===== config.mk =====
export PLATFORM = sky130hd
export DESIGN_NAME = multirotor_motor_mixer
export DESIGN_NICKNAME = d
export VERILOG_FILES = /design/src/rtl/core/mmm_pkg.sv /design/src/rtl/core/multirotor_motor_mixer.sv
export SDC_FILE = /design/constraint.sdc
export NUM_CORES = 2
export LEC_CHECK = 0
export ABC_AREA = 1
export BUFFER_PORTS_ARGS = -buffer_cell sky130_fd_sc_hd__buf_2
export CORE_MARGIN = 3
export CORE_UTILIZATION = 35
export CTS_CLUSTER_SIZE = 8
export DETAILED_ROUTE_END_ITERATION = 16
export PLACE_DENSITY_LB_ADDON = 0.2
export SLEW_MARGIN = 25
export SYNTH_ARGS = -nofsm -noshare
export SYNTH_HDL_FRONTEND = slang
export SYNTH_SLANG_ARGS = --single-unit

===== constraint.sdc =====
create_clock -name clk -period 12.4 [get_ports clk]
set_input_delay 2.48 -clock clk [delete_from_list [all_inputs] [get_ports clk]]
set_output_delay 2.48 -clock clk [all_outputs]
set_load 0.05 [all_outputs]

===== src/rtl/core/mmm_pkg.sv =====
package mmm_pkg;

  localparam int FRAC_BITS = 14;
  localparam int CMD_W     = 16;
  localparam int COEF_W    = 16;
  localparam int PROD_W    = CMD_W + COEF_W;
  localparam int TERM_W    = CMD_W + 2;
  localparam int SUM_W     = 20;
  localparam int REV_W     = SUM_W + 1;
  localparam int DRIVE_W   = 15;
  localparam int IDX_W     = 3;
  localparam int FRAME_W   = 2;
  localparam int MASK_W    = 8;
  localparam int CFG_IDX_W = 2;

  localparam logic [DRIVE_W-1:0] ONE = DRIVE_W'(1 << FRAC_BITS);

  localparam logic [CFG_IDX_W-1:0] REG_FRAME_SEL     = 2'd0;
  localparam logic [CFG_IDX_W-1:0] REG_REVERSED_MASK = 2'd1;

  localparam logic [FRAME_W-1:0] FRAME_VEC8   = 2'd0;
  localparam logic [FRAME_W-1:0] FRAME_QUAD_X = 2'd1;
  localparam logic [FRAME_W-1:0] FRAME_HEXA   = 2'd2;
  localparam logic [FRAME_W-1:0] FRAME_OCTO   = 2'd3;

  typedef logic signed [COEF_W-1:0] coef_t;

  typedef struct packed {
    logic             valid;
    logic [IDX_W-1:0] idx;
    logic             last;
    logic             rev;
  } ctl_t;

  function automatic logic [IDX_W-1:0] last_index(input logic [FRAME_W-1:0] frame);
    logic [IDX_W-1:0] r;
    r = 3'd7;
    unique case (frame)
      FRAME_VEC8:   r = 3'd7;
      FRAME_QUAD_X: r = 3'd3;
      FRAME_HEXA:   r = 3'd5;
      FRAME_OCTO:   r = 3'd7;
      default:      r = 3'd7;
    endcase
    return r;
  endfunction

  function automatic coef_t coef_cos(input logic [FRAME_W-1:0] frame,
                                     input logic [IDX_W-1:0] idx);
    int r;
    r = 0;
    unique case (frame)
      FRAME_VEC8: begin
        case (idx)
          3'd0: r = 16384;
          3'd1: r = 11585;
          3'd2: r = 0;
          3'd3: r = -11585;
          3'd4: r = -16384;
          3'd5: r = -11585;
          3'd6: r = 0;
          default: r = 11585;
        endcase
      end
      FRAME_QUAD_X: begin
        case (idx)
          3'd0: r = 11585;
          3'd1: r = -11585;
          3'd2: r = -11585;
          3'd3: r = 11585;
          default: r = 0;
        endcase
      end
      FRAME_HEXA: begin
        case (idx)
          3'd0: r = 16384;
          3'd1: r = 8192;
          3'd2: r = -8192;
          3'd3: r = -16384;
          3'd4: r = -8192;
          3'd5: r = 8192;
          default: r = 0;
        endcase
      end
      default: begin
        case (idx)
          3'd0: r = 15137;
          3'd1: r = 6270;
          3'd2: r = -6270;
          3'd3: r = -15137;
          3'd4: r = -15137;
          3'd5: r = -6270;
          3'd6: r = 6270;
          default: r = 15137;
        endcase
      end
    endcase
    return coef_t'(r);
  endfunction

  function automatic coef_t coef_sin(input logic [FRAME_W-1:0] frame,
                                     input logic [IDX_W-1:0] idx);
    int r;
    r = 0;
    unique case (frame)
      FRAME_VEC8: begin
        case (idx)
          3'd0: r = 0;
          3'd1: r = 11585;
          3'd2: r = 16384;
          3'd3: r = 11585;
          3'd4: r = 0;
          3'd5: r = -11585;
          3'd6: r = -16384;
          default: r = -11585;
        endcase
      end
      FRAME_QUAD_X: begin
        case (idx)
          3'd0: r = 11585;
          3'd1: r = 11585;
          3'd2: r = -11585;
          3'd3: r = -11585;
          default: r = 0;
        endcase
      end
      FRAME_HEXA: begin
        case (idx)
          3'd0: r = 0;
          3'd1: r = 14189;
          3'd2: r = 14189;
          3'd3: r = 0;
          3'd4: r = -14189;
          3'd5: r = -14189;
          default: r = 0;
        endcase
      end
      default: begin
        case (idx)
          3'd0: r = 6270;
          3'd1: r = 15137;
          3'd2: r = 15137;
          3'd3: r = 6270;
          3'd4: r = -6270;
          3'd5: r = -15137;
          3'd6: r = -15137;
          default: r = -6270;
        endcase
      end
    endcase
    return coef_t'(r);
  endfunction

endpackage


===== src/rtl/core/multirotor_motor_mixer.sv =====
// Multirotor motor mixer.
// Input channel (in_valid / in_stall): one attitude command per transfer,
// roll, pitch, yaw and throttle in signed Q1.14.
// Output channel (out_valid / out_stall): one transfer per motor of the
// selected frame, motor 0 first, with last set on the final motor.
// Config channel (cfg_valid / cfg_ready, always ready): index 0 frame type,
// index 1 reverse mask; other indexes are ignored. Write only when idle.
// A command is held in an issue register that steps one motor per cycle,
// unless out_stall holds the pipe, into a three-stage pipe: multiply, floor
// and sum, reverse and saturate. A drive passes the issue register, then
// s1, s2 and the output register. A command gives 4, 6 or 8 drives (the
// frame's motor count), set by the single issue counter; the next command
// is taken in the cycle its last motor issues.
// When out_stall is high with a result waiting, the whole pipe holds and
// in_stall rises once the issue register is busy; nothing is lost.
// Reset clears all valid bits and sets frame type and reverse mask to 0.
module multirotor_motor_mixer (
  input  logic                                  clk,
  input  logic                                  rst,
  input  logic                                  in_valid,
  output logic                                  in_stall,
  input  logic signed [mmm_pkg::CMD_W-1:0]      roll_cmd,
  input  logic signed [mmm_pkg::CMD_W-1:0]      pitch_cmd,
  input  logic signed [mmm_pkg::CMD_W-1:0]      yaw_cmd,
  input  logic signed [mmm_pkg::CMD_W-1:0]      throttle_cmd,
  output logic                                  out_valid,
  input  logic                                  out_stall,
  output logic [mmm_pkg::IDX_W-1:0]             motor_index,
  output logic [mmm_pkg::DRIVE_W-1:0]           motor_drive,
  output logic                                  last,
  input  logic                                  cfg_valid,
  output logic                                  cfg_ready,
  input  logic [mmm_pkg::CFG_IDX_W-1:0]         cfg_index,
  input  logic [mmm_pkg::MASK_W-1:0]            cfg_data
);

  logic [mmm_pkg::FRAME_W-1:0] frame_sel;
  logic [mmm_pkg::MASK_W-1:0]  reversed_mask;

  logic                               cmd_valid;
  logic [mmm_pkg::IDX_W-1:0]          cmd_idx;
  logic signed [mmm_pkg::CMD_W-1:0]   cmd_roll;
  logic signed [mmm_pkg::CMD_W-1:0]   cmd_pitch;
  logic signed [mmm_pkg::CMD_W-1:0]   cmd_yaw;
  logic signed [mmm_pkg::CMD_W-1:0]   cmd_thr;

  mmm_pkg::ctl_t                      s1_ctl;
  logic signed [mmm_pkg::PROD_W-1:0]  s1_pc;
  logic signed [mmm_pkg::PROD_W-1:0]  s1_ps;
  logic signed [mmm_pkg::TERM_W-1:0]  s1_term;

  mmm_pkg::ctl_t                      s2_ctl;
  logic signed [mmm_pkg::SUM_W-1:0]   s2_sum;

  mmm_pkg::ctl_t                      out_ctl;
  logic [mmm_pkg::DRIVE_W-1:0]        out_drive;

  logic                               pipe_en;
  logic                               issue_last;
  logic                               in_fire;
  mmm_pkg::ctl_t                      s1_ctl_next;
  logic signed [mmm_pkg::TERM_W-1:0]  s1_term_next;
  logic signed [mmm_pkg::SUM_W-1:0]   s2_sum_next;
  logic signed [mmm_pkg::REV_W-1:0]   rev_val;
  logic [mmm_pkg::DRIVE_W-1:0]        out_drive_next;

  assign cfg_ready = 1'b1;

  always_ff @(posedge clk) begin
    if (rst) begin
      frame_sel     <= '0;
      reversed_mask <= '0;
    end else if (cfg_valid) begin
      unique case (cfg_index)
        mmm_pkg::REG_FRAME_SEL:     frame_sel     <= cfg_data[mmm_pkg::FRAME_W-1:0];
        mmm_pkg::REG_REVERSED_MASK: reversed_mask <= cfg_data;
        default: ;
      endcase
    end
  end

  assign pipe_en    = !(out_ctl.valid && out_stall);
  assign issue_last = (cmd_idx == mmm_pkg::last_index(frame_sel));
  assign in_stall   = cmd_valid && !(pipe_en && issue_last);
  assign in_fire    = in_valid && !in_stall;

  always_ff @(posedge clk) begin
    if (rst) begin
      cmd_valid <= 1'b0;
      cmd_idx   <= '0;
    end else if (in_fire) begin
      cmd_valid <= 1'b1;
      cmd_idx   <= '0;
    end else if (cmd_valid && pipe_en) begin
      cmd_valid <= !issue_last;
      cmd_idx   <= cmd_idx + mmm_pkg::IDX_W'(1);
    end
  end

  always_ff @(posedge clk) begin
    if (in_fire) begin
      cmd_roll  <= roll_cmd;
      cmd_pitch <= pitch_cmd;
      cmd_yaw   <= yaw_cmd;
      cmd_thr   <= throttle_cmd;
    end
  end

  always_comb begin
    s1_ctl_next.valid = cmd_valid;
    s1_ctl_next.idx   = cmd_idx;
    s1_ctl_next.last  = issue_last;
    s1_ctl_next.rev   = reversed_mask[cmd_idx];
    if (cmd_idx[0]) begin
      s1_term_next = mmm_pkg::TERM_W'(cmd_thr) - mmm_pkg::TERM_W'(cmd_yaw);
    end else begin
      s1_term_next = mmm_pkg::TERM_W'(cmd_thr) + mmm_pkg::TERM_W'(cmd_yaw);
    end
  end

  // s2_sum bounds: |terms| stay below 2^17, so SUM_W never wraps
  assign s2_sum_next = mmm_pkg::SUM_W'(s1_term)
                     + mmm_pkg::SUM_W'($signed(s1_pc[mmm_pkg::PROD_W-1:mmm_pkg::FRAC_BITS]))
                     + mmm_pkg::SUM_W'($signed(s1_ps[mmm_pkg::PROD_W-1:mmm_pkg::FRAC_BITS]));

  always_comb begin
    if (s2_ctl.rev) begin
      rev_val = $signed(mmm_pkg::REV_W'(mmm_pkg::ONE)) - mmm_pkg::REV_W'(s2_sum);
    end else begin
      rev_val = mmm_pkg::REV_W'(s2_sum);
    end
    if (rev_val < 0) begin
      out_drive_next = '0;
    end else if (rev_val > $signed(mmm_pkg::REV_W'(mmm_pkg::ONE))) begin
      out_drive_next = mmm_pkg::ONE;
    end else begin
      out_drive_next = rev_val[mmm_pkg::DRIVE_W-1:0];
    end
  end

  always_ff @(posedge clk) begin
    if (rst) begin
      s1_ctl  <= '0;
      s2_ctl  <= '0;
      out_ctl <= '0;
    end else if (pipe_en) begin
      s1_ctl  <= s1_ctl_next;
      s2_ctl  <= s1_ctl;
      out_ctl <= s2_ctl;
    end
  end

  always_ff @(posedge clk) begin
    if (pipe_en) begin
      s1_pc     <= mmm_pkg::PROD_W'(cmd_roll)
                 * mmm_pkg::PROD_W'(mmm_pkg::coef_cos(frame_sel, cmd_idx));
      s1_ps     <= mmm_pkg::PROD_W'(cmd_pitch)
                 * mmm_pkg::PROD_W'(mmm_pkg::coef_sin(frame_sel, cmd_idx));
      s1_term   <= s1_term_next;
      s2_sum    <= s2_sum_next;
      out_drive <= out_drive_next;
    end
  end

  assign out_valid   = out_ctl.valid;
  assign motor_index = out_ctl.idx;
  assign last        = out_ctl.last;
  assign motor_drive = out_drive;

endmodule

* Word-level counts from Yosys, hierarchy flattened
Index checks and enable logic that the tools add are counted.
Widths: inputs -> output; s select.
** Word-level totals
- Bits in registers :: 212
- Bits of input ports :: 79
- Output and inout port bits :: 22
- Logic and storage cells :: 100
** Cells by class
- Add/subtract/negate cells :: 6
- Multipliers :: 2
- Order comparisons :: 3
- Eq/ne operators :: 11
- Muxes and demuxes :: 20
- Reduce and logical (&&, ||, !) cells :: 33
** Operator list (count)
- $pmux 16 s3 :: 4
- $pmux 16 s4 :: 3
- $pmux 16 s2 :: 3
- $mul 16x16->32 :: 2
- $reduce_or 2->1 :: 18
- $mux 16 :: 2
- $gt 21x16->1 const B :: 1
- $lt 21x1->1 const B :: 1
- $mux 21 :: 1
- $sub 16x20->21 const A :: 1
- $add 19x18->20 :: 1
- $add 18x18->19 :: 1
- $mux 18 :: 1
- $add 16x16->17 :: 1
- $sub 16x16->17 :: 1
- $mux 15 :: 1
- $eq 3x3->1 const B :: 3
- $pmux 3 s3 :: 1
- $eq 3x2->1 const B :: 2
- $logic_and 1x1->1 :: 5
- $eq 2x1->1 const B :: 2
- $eq 2x2->1 const B :: 2
- $logic_not 1->1 :: 4
- $logic_not 2->1 :: 2
- 9 further kinds :: 12

* Logic depth before layout (Yosys ltp)
- Depth after elaboration :: 10
- Depth in mapped cells :: 35
- Gate-level depth less buffers :: 33

* Least setup slack after synthesis
OpenSTA, ideal clock, no wires.
- Path kind :: register to register
- Start point :: reg cmd_idx[0] (netlist bit)
- End point :: reg s1_ps[30] (netlist bit), data pin
- Data arrival time :: 6822 ps
- Slack :: 5325 ps
- Cell stages (with the launch flop) :: 30
- Buffers on the path :: 2
- Period minus slack after synthesis :: 7075 ps
- Cells stage by stage :: dfxtp_1 clkinv_1 clkbuf_1 ha_1 nand2_2 nand2_1 nand2_1 nand4_1 nand2_1 clkbuf_1 nor2_1 inv_1 fa_1 fa_1 inv_1 fa_1 fa_1 fa_1 inv_1 fa_1 inv_1 ha_1 nand2_1 inv_1 a21oi_1 nor2_1 a2111oi_0 nand2_1 nand2_1 nand2_1
** Between the ends
- Cells in the longest elaborated chain, start to end :: 6
- Elaborated cells on any way between the ends :: 22
- Those cells by class :: mul: 1; eq/ne: 6; mux: 6; reduce/logical: 9
** Ends and longest elaborated chain
- start: declaration :: line multirotor_motor_mixer.sv:41 : logic [mmm_pkg::IDX_W-1:0] cmd_idx;
- start signal: assignment :: line multirotor_motor_mixer.sv:96 : cmd_idx <= cmd_idx + mmm_pkg::IDX_W'(1);
- $eq 3x3->1 (tied with other cells) :: line mmm_pkg.sv:107, mmm_pkg.sv:128
- $reduce_or 2->1 (no source line)
- $pmux 16 s4 (tied with other cells) :: line mmm_pkg.sv:107 : case (idx)
- $pmux 16 s3 * :: line mmm_pkg.sv:105 : unique case (frame)
- $mux 16 * :: line multirotor_motor_mixer.sv:154 : if (pipe_en) begin
- $mul 16x16->32 * :: line multirotor_motor_mixer.sv:158 : * mmm_pkg::PROD_W'(mmm_pkg::coef_sin(frame_sel, cmd_idx));
- end signal: assignment :: line multirotor_motor_mixer.sv:157 : s1_ps <= mmm_pkg::PROD_W'(cmd_pitch)
- end: declaration :: line multirotor_motor_mixer.sv:49 : logic signed [mmm_pkg::PROD_W-1:0] s1_ps;
Every way passes the cells marked *; elsewhere a longest branch is shown, timed or not. The select of a mux whose other input is x is not followed.
A chain may end at the register's enable or synchronous reset.

* Final worst setup path
Ends and elaborated chain as after synthesis.

==> results.cfg <==
[status]
run_status = complete, no violations

[clock_network]
cts.repair_timing.setup_buffer_count = 0
tritoncts = done
cts-root-to-sink-buffers = 2
clkLatencyLatePin_ps = 510
num_cts_buffers = 17
numClockSinks = 183
hold_buf_count_cts = 0
clkTransAtPathRegs_ps = 90
cts.root.buffer_cell = sky130_fd_sc_hd__clkbuf_16
htreeDepth = 4
quantity_of_gates_resized_following_cts = 0

[timing]
post-route-worst-setup-slack_ps = 2840
tightest_slew_ps = 952
final-max-slew-violation-count = 0
grt_setup_unrepaired = false
slew-limit-headroom_pct = 36.6
timing.final.crit_period_ps = 9560
finalSetupViolations = 0
largest_clock_skew_in_the_final_design_ps = 25.9
fmax_mhz = 105
report.final.hold_viol_count = 0
fin_setup_tns_ps = 0
fraction_of_the_cycle_the_final_worst_path_needs_pct = 77.1

[power_and_ir_drop]
p_leak_nw = 15.6
ir_worst_vdd_mv = 0.150
sequentialPowerShare_pct = 18.3
portion_of_total_power_attributed_to_combinational_logic_pct = 72.4
swShare_pct = 53.8
p_sw_w = 0.00330
cell_internal_pwr_w = 0.00284
power.clock.fraction_pct = 9.3
power.total_w = 0.00614
power_per_unit_of_standard_cell_area_nw_per_um2 = 199

[final_layout]
post-route-cell-area_um2 = 30800
mostFrequentLayoutCells = 852 x sky130_fd_sc_hd__inv_1, 541 x sky130_fd_sc_hd__fa_1, 476 x sky130_fd_sc_hd__nand2_1
layout.cells.most_common = sky130_fd_sc_hd__inv_1
area_growth_pct = 8.01
diodes = 0
drive_gt1_share_pct = 5.08
final.fill_count = 8391
layout.nets = 4154

[yosys]
netlist_instances = 3248
synth_top_area_cells = sky130_fd_sc_hd__fa_1 38%, sky130_fd_sc_hd__edfxtp_1 16%, sky130_fd_sc_hd__inv_1 11%, sky130_fd_sc_hd__ha_1 8.8%, sky130_fd_sc_hd__nand2_1 6.3%
synth.ff_latch_count = 183
asyncSetResetFlopFracSynth_pct = 0
count_of_flip_flops_with_a_built_in_enable_after_synthesis = 152
post_synth_num_cell_types = 58
synth-warning-count = 0
postSynthNetCount = 4069
syn_avg_cell_area_um2 = 8.78
netlist.area_leader.share_pct = 38.0
ys_dominant_reg_cell = sky130_fd_sc_hd__edfxtp_1
synthDominantAreaCellType = sky130_fd_sc_hd__fa_1
syn-cell-area_um2 = 28500
synth.yosys.seq_area_share_pct = 18.2

[setup_path]
kind_of_start_point_of_the_critical_path = register
crit_top_cell = sky130_fd_sc_hd__inv_1
crit_type = register to register
critPathArrivalTime_ps = 9830
critical-path-max-stage-delay_ps = 980
critPathMaxFanout = 22
critical_path.reg2reg.startpoint = cmd_idx[0]
crit_slowest_cell = sky130_fd_sc_hd__clkinv_1
worstSetupEndpointType = register
crit_required_ps = 12670
crit_path_start = cmd_idx[0]

[routing]
detail_route.first_pass.iterations = 6
route.detailed.drc = 0
post_drt_via_cell_ratio = 4.74
detail_route.wl_per_cell_um = 18.0
route.final.wire_length_um = 79400
count_of_antenna_violating_nets_left_after_detailed_routing = 0
vias = 20890
drt-initial-drc-count = 1662

[placed_design]
hpwl_um = 67600
dpl-instance-area_um2 = 30200
port-buffer-count = 99
pre_cts_slack_ps = 2900
finalWeightedCongestion = 0.931

[floorplanning]
die_area_um2 = 85000
core-area_um2 = 80700
fp.dieW_um = 292
initial_standard_cell_utilization_of_the_core_pct = 35.4
row_count = 104
number_of_placed_i_o_pins = 101
die_h_um = 292

[global_route]
global_router_s_overall_resource_usage_pct = 19.4
grt_pass1_vias = 22046
grt_start_max_net_pins = 63
wire_length_of_the_first_global_routing_pass_um = 126000
globalRoute.totalOverflow = 0
grt_antenna_before_repair = 0

[flow_run]
max_cap_viol_count = 0

[worst_hold_path]
hold_start = s2_ctl[5]
min_delay_path_class = register to register
## per-stage QoR
| stage | cells | hold WS, ps | util [%] |
|---|---|---|---|
| 6_report | 4406 | 465 | 38.2 |
| 3_5_place_dp | 4374 | 459 | 37.5 |
| 2_1_floorplan | 3248 | 430 | - |
| 5_1_grt | 4406 | 492 | 38.2 |
| 3_3_place_gp | 4374 | 453 | 37.5 |
| 4_1_cts | 4406 | 469 | 38.2 |
## layer usage
metal / share of wire [%] / up-vias / track usage (%)
met5: 0 / - / 0
met4: 1.7 / 0 / 4.23
met3: 6.1 / 50 / 3.02
met2: 43 / 564 / 29.4
met1: 49 / 10378 / 29.4
li1: - / 9898 / -
## power groups by stage
stage | sequential, W | combinational, W | clock (W)
6_report | 0.00113 | 0.00444 | 0.000570
4_1_cts | 0.00113 | 0.00446 | 0.000592
5_1_grt | 0.00114 | 0.00509 | 0.000608
3_3_place_gp | 0.00114 | 0.00442 | 0
3_5_place_dp | 0.00114 | 0.00443 | 0
2_1_floorplan | 0.00114 | 0.00313 | 0
## logic make-up after synthesis
logic type	synth area share [%]
other	0.0131
DFF	18.2
AOI/OAI and AO/OA	5.42
and+or+nand+nor	14.7
adders and majority gates	46.8
buffers and inverters	12.0
xor gates and xnor gates	2.92
## critical path: cells and delay by family, from the launching register on
kind	cells	cell delay (ps)
fa+ha+maj	8	3970
buf+inv	8	2140
simple gates	10	1670
flops	1	890
compound gates	2	660
## state kept, by name, summed over array words and instances, names as in the netlist
signal	cells
s1_term	17
cmd_valid	1
last	1
cmd_thr	16
out_valid	1
cmd_pitch	16
s1_ps	18
s1_ctl	6
s2_ctl	6
s2_sum	20
motor_index	3
reversed_mask	8
frame_sel	2
cmd_idx	3
motor_drive	15
cmd_yaw	16
cmd_roll	16
s1_pc	18
## path summary, 6_finish.rpt
| check | to | slack, ps | cells past startpoint |
|---|---|---|---|
| min | s2_ctl[5] | 460 | 2 |
| max | s1_ps[30] | 2840 | 28 |
| min reg2reg | s2_ctl[5] | 460 | 2 |
| max reg2reg | s1_ps[30] | 2840 | 28 |
## area by class of cell
cell class	count	area [um^2]	share of cell area (%)
multi-input combinational	2155	19900	64.7
sequential	183	5180	16.8
timing repair buffer	104	533	1.73
clock inverter	15	144	0.467
inverter	872	3280	10.6
clock buffer	17	425	1.38
tap	1060	1330	4.30
## synth_stat cells (3+ instances only)
| master | count |
|---|---|
| sky130_fd_sc_hd__a21oi_1 | 111 |
| sky130_fd_sc_hd__a21o_1 | 6 |
| sky130_fd_sc_hd__nand2_1 | 477 |
| sky130_fd_sc_hd__dfxtp_1 | 31 |
| sky130_fd_sc_hd__o211ai_1 | 4 |
| sky130_fd_sc_hd__ha_1 | 201 |
| sky130_fd_sc_hd__buf_1 | 6 |
| sky130_fd_sc_hd__nand3_2 | 3 |
| sky130_fd_sc_hd__or2_2 | 5 |
| sky130_fd_sc_hd__nor4_1 | 6 |
| sky130_fd_sc_hd__nand3_1 | 61 |
| sky130_fd_sc_hd__a31oi_1 | 17 |
| sky130_fd_sc_hd__nor3_1 | 23 |
| sky130_fd_sc_hd__buf_2 | 8 |
| sky130_fd_sc_hd__o21a_1 | 8 |
| sky130_fd_sc_hd__o21ai_1 | 5 |
| sky130_fd_sc_hd__inv_1 | 852 |
| sky130_fd_sc_hd__clkinv_1 | 13 |
| sky130_fd_sc_hd__inv_2 | 5 |
| sky130_fd_sc_hd__xor2_1 | 74 |
| sky130_fd_sc_hd__xnor2_1 | 21 |
| sky130_fd_sc_hd__a2111oi_0 | 3 |
| sky130_fd_sc_hd__clkbuf_1 | 22 |
| sky130_fd_sc_hd__nor2_1 | 433 |
| sky130_fd_sc_hd__nor2_4 | 3 |
| sky130_fd_sc_hd__o221ai_1 | 3 |
| sky130_fd_sc_hd__nand4_1 | 16 |
| sky130_fd_sc_hd__fa_1 | 541 |
| sky130_fd_sc_hd__o21bai_1 | 5 |
| sky130_fd_sc_hd__nand2_2 | 5 |
| sky130_fd_sc_hd__edfxtp_1 | 152 |
| sky130_fd_sc_hd__o21ai_0 | 95 |
| sky130_fd_sc_hd__o31ai_1 | 3 |
(Power assumes the default switching activity.)
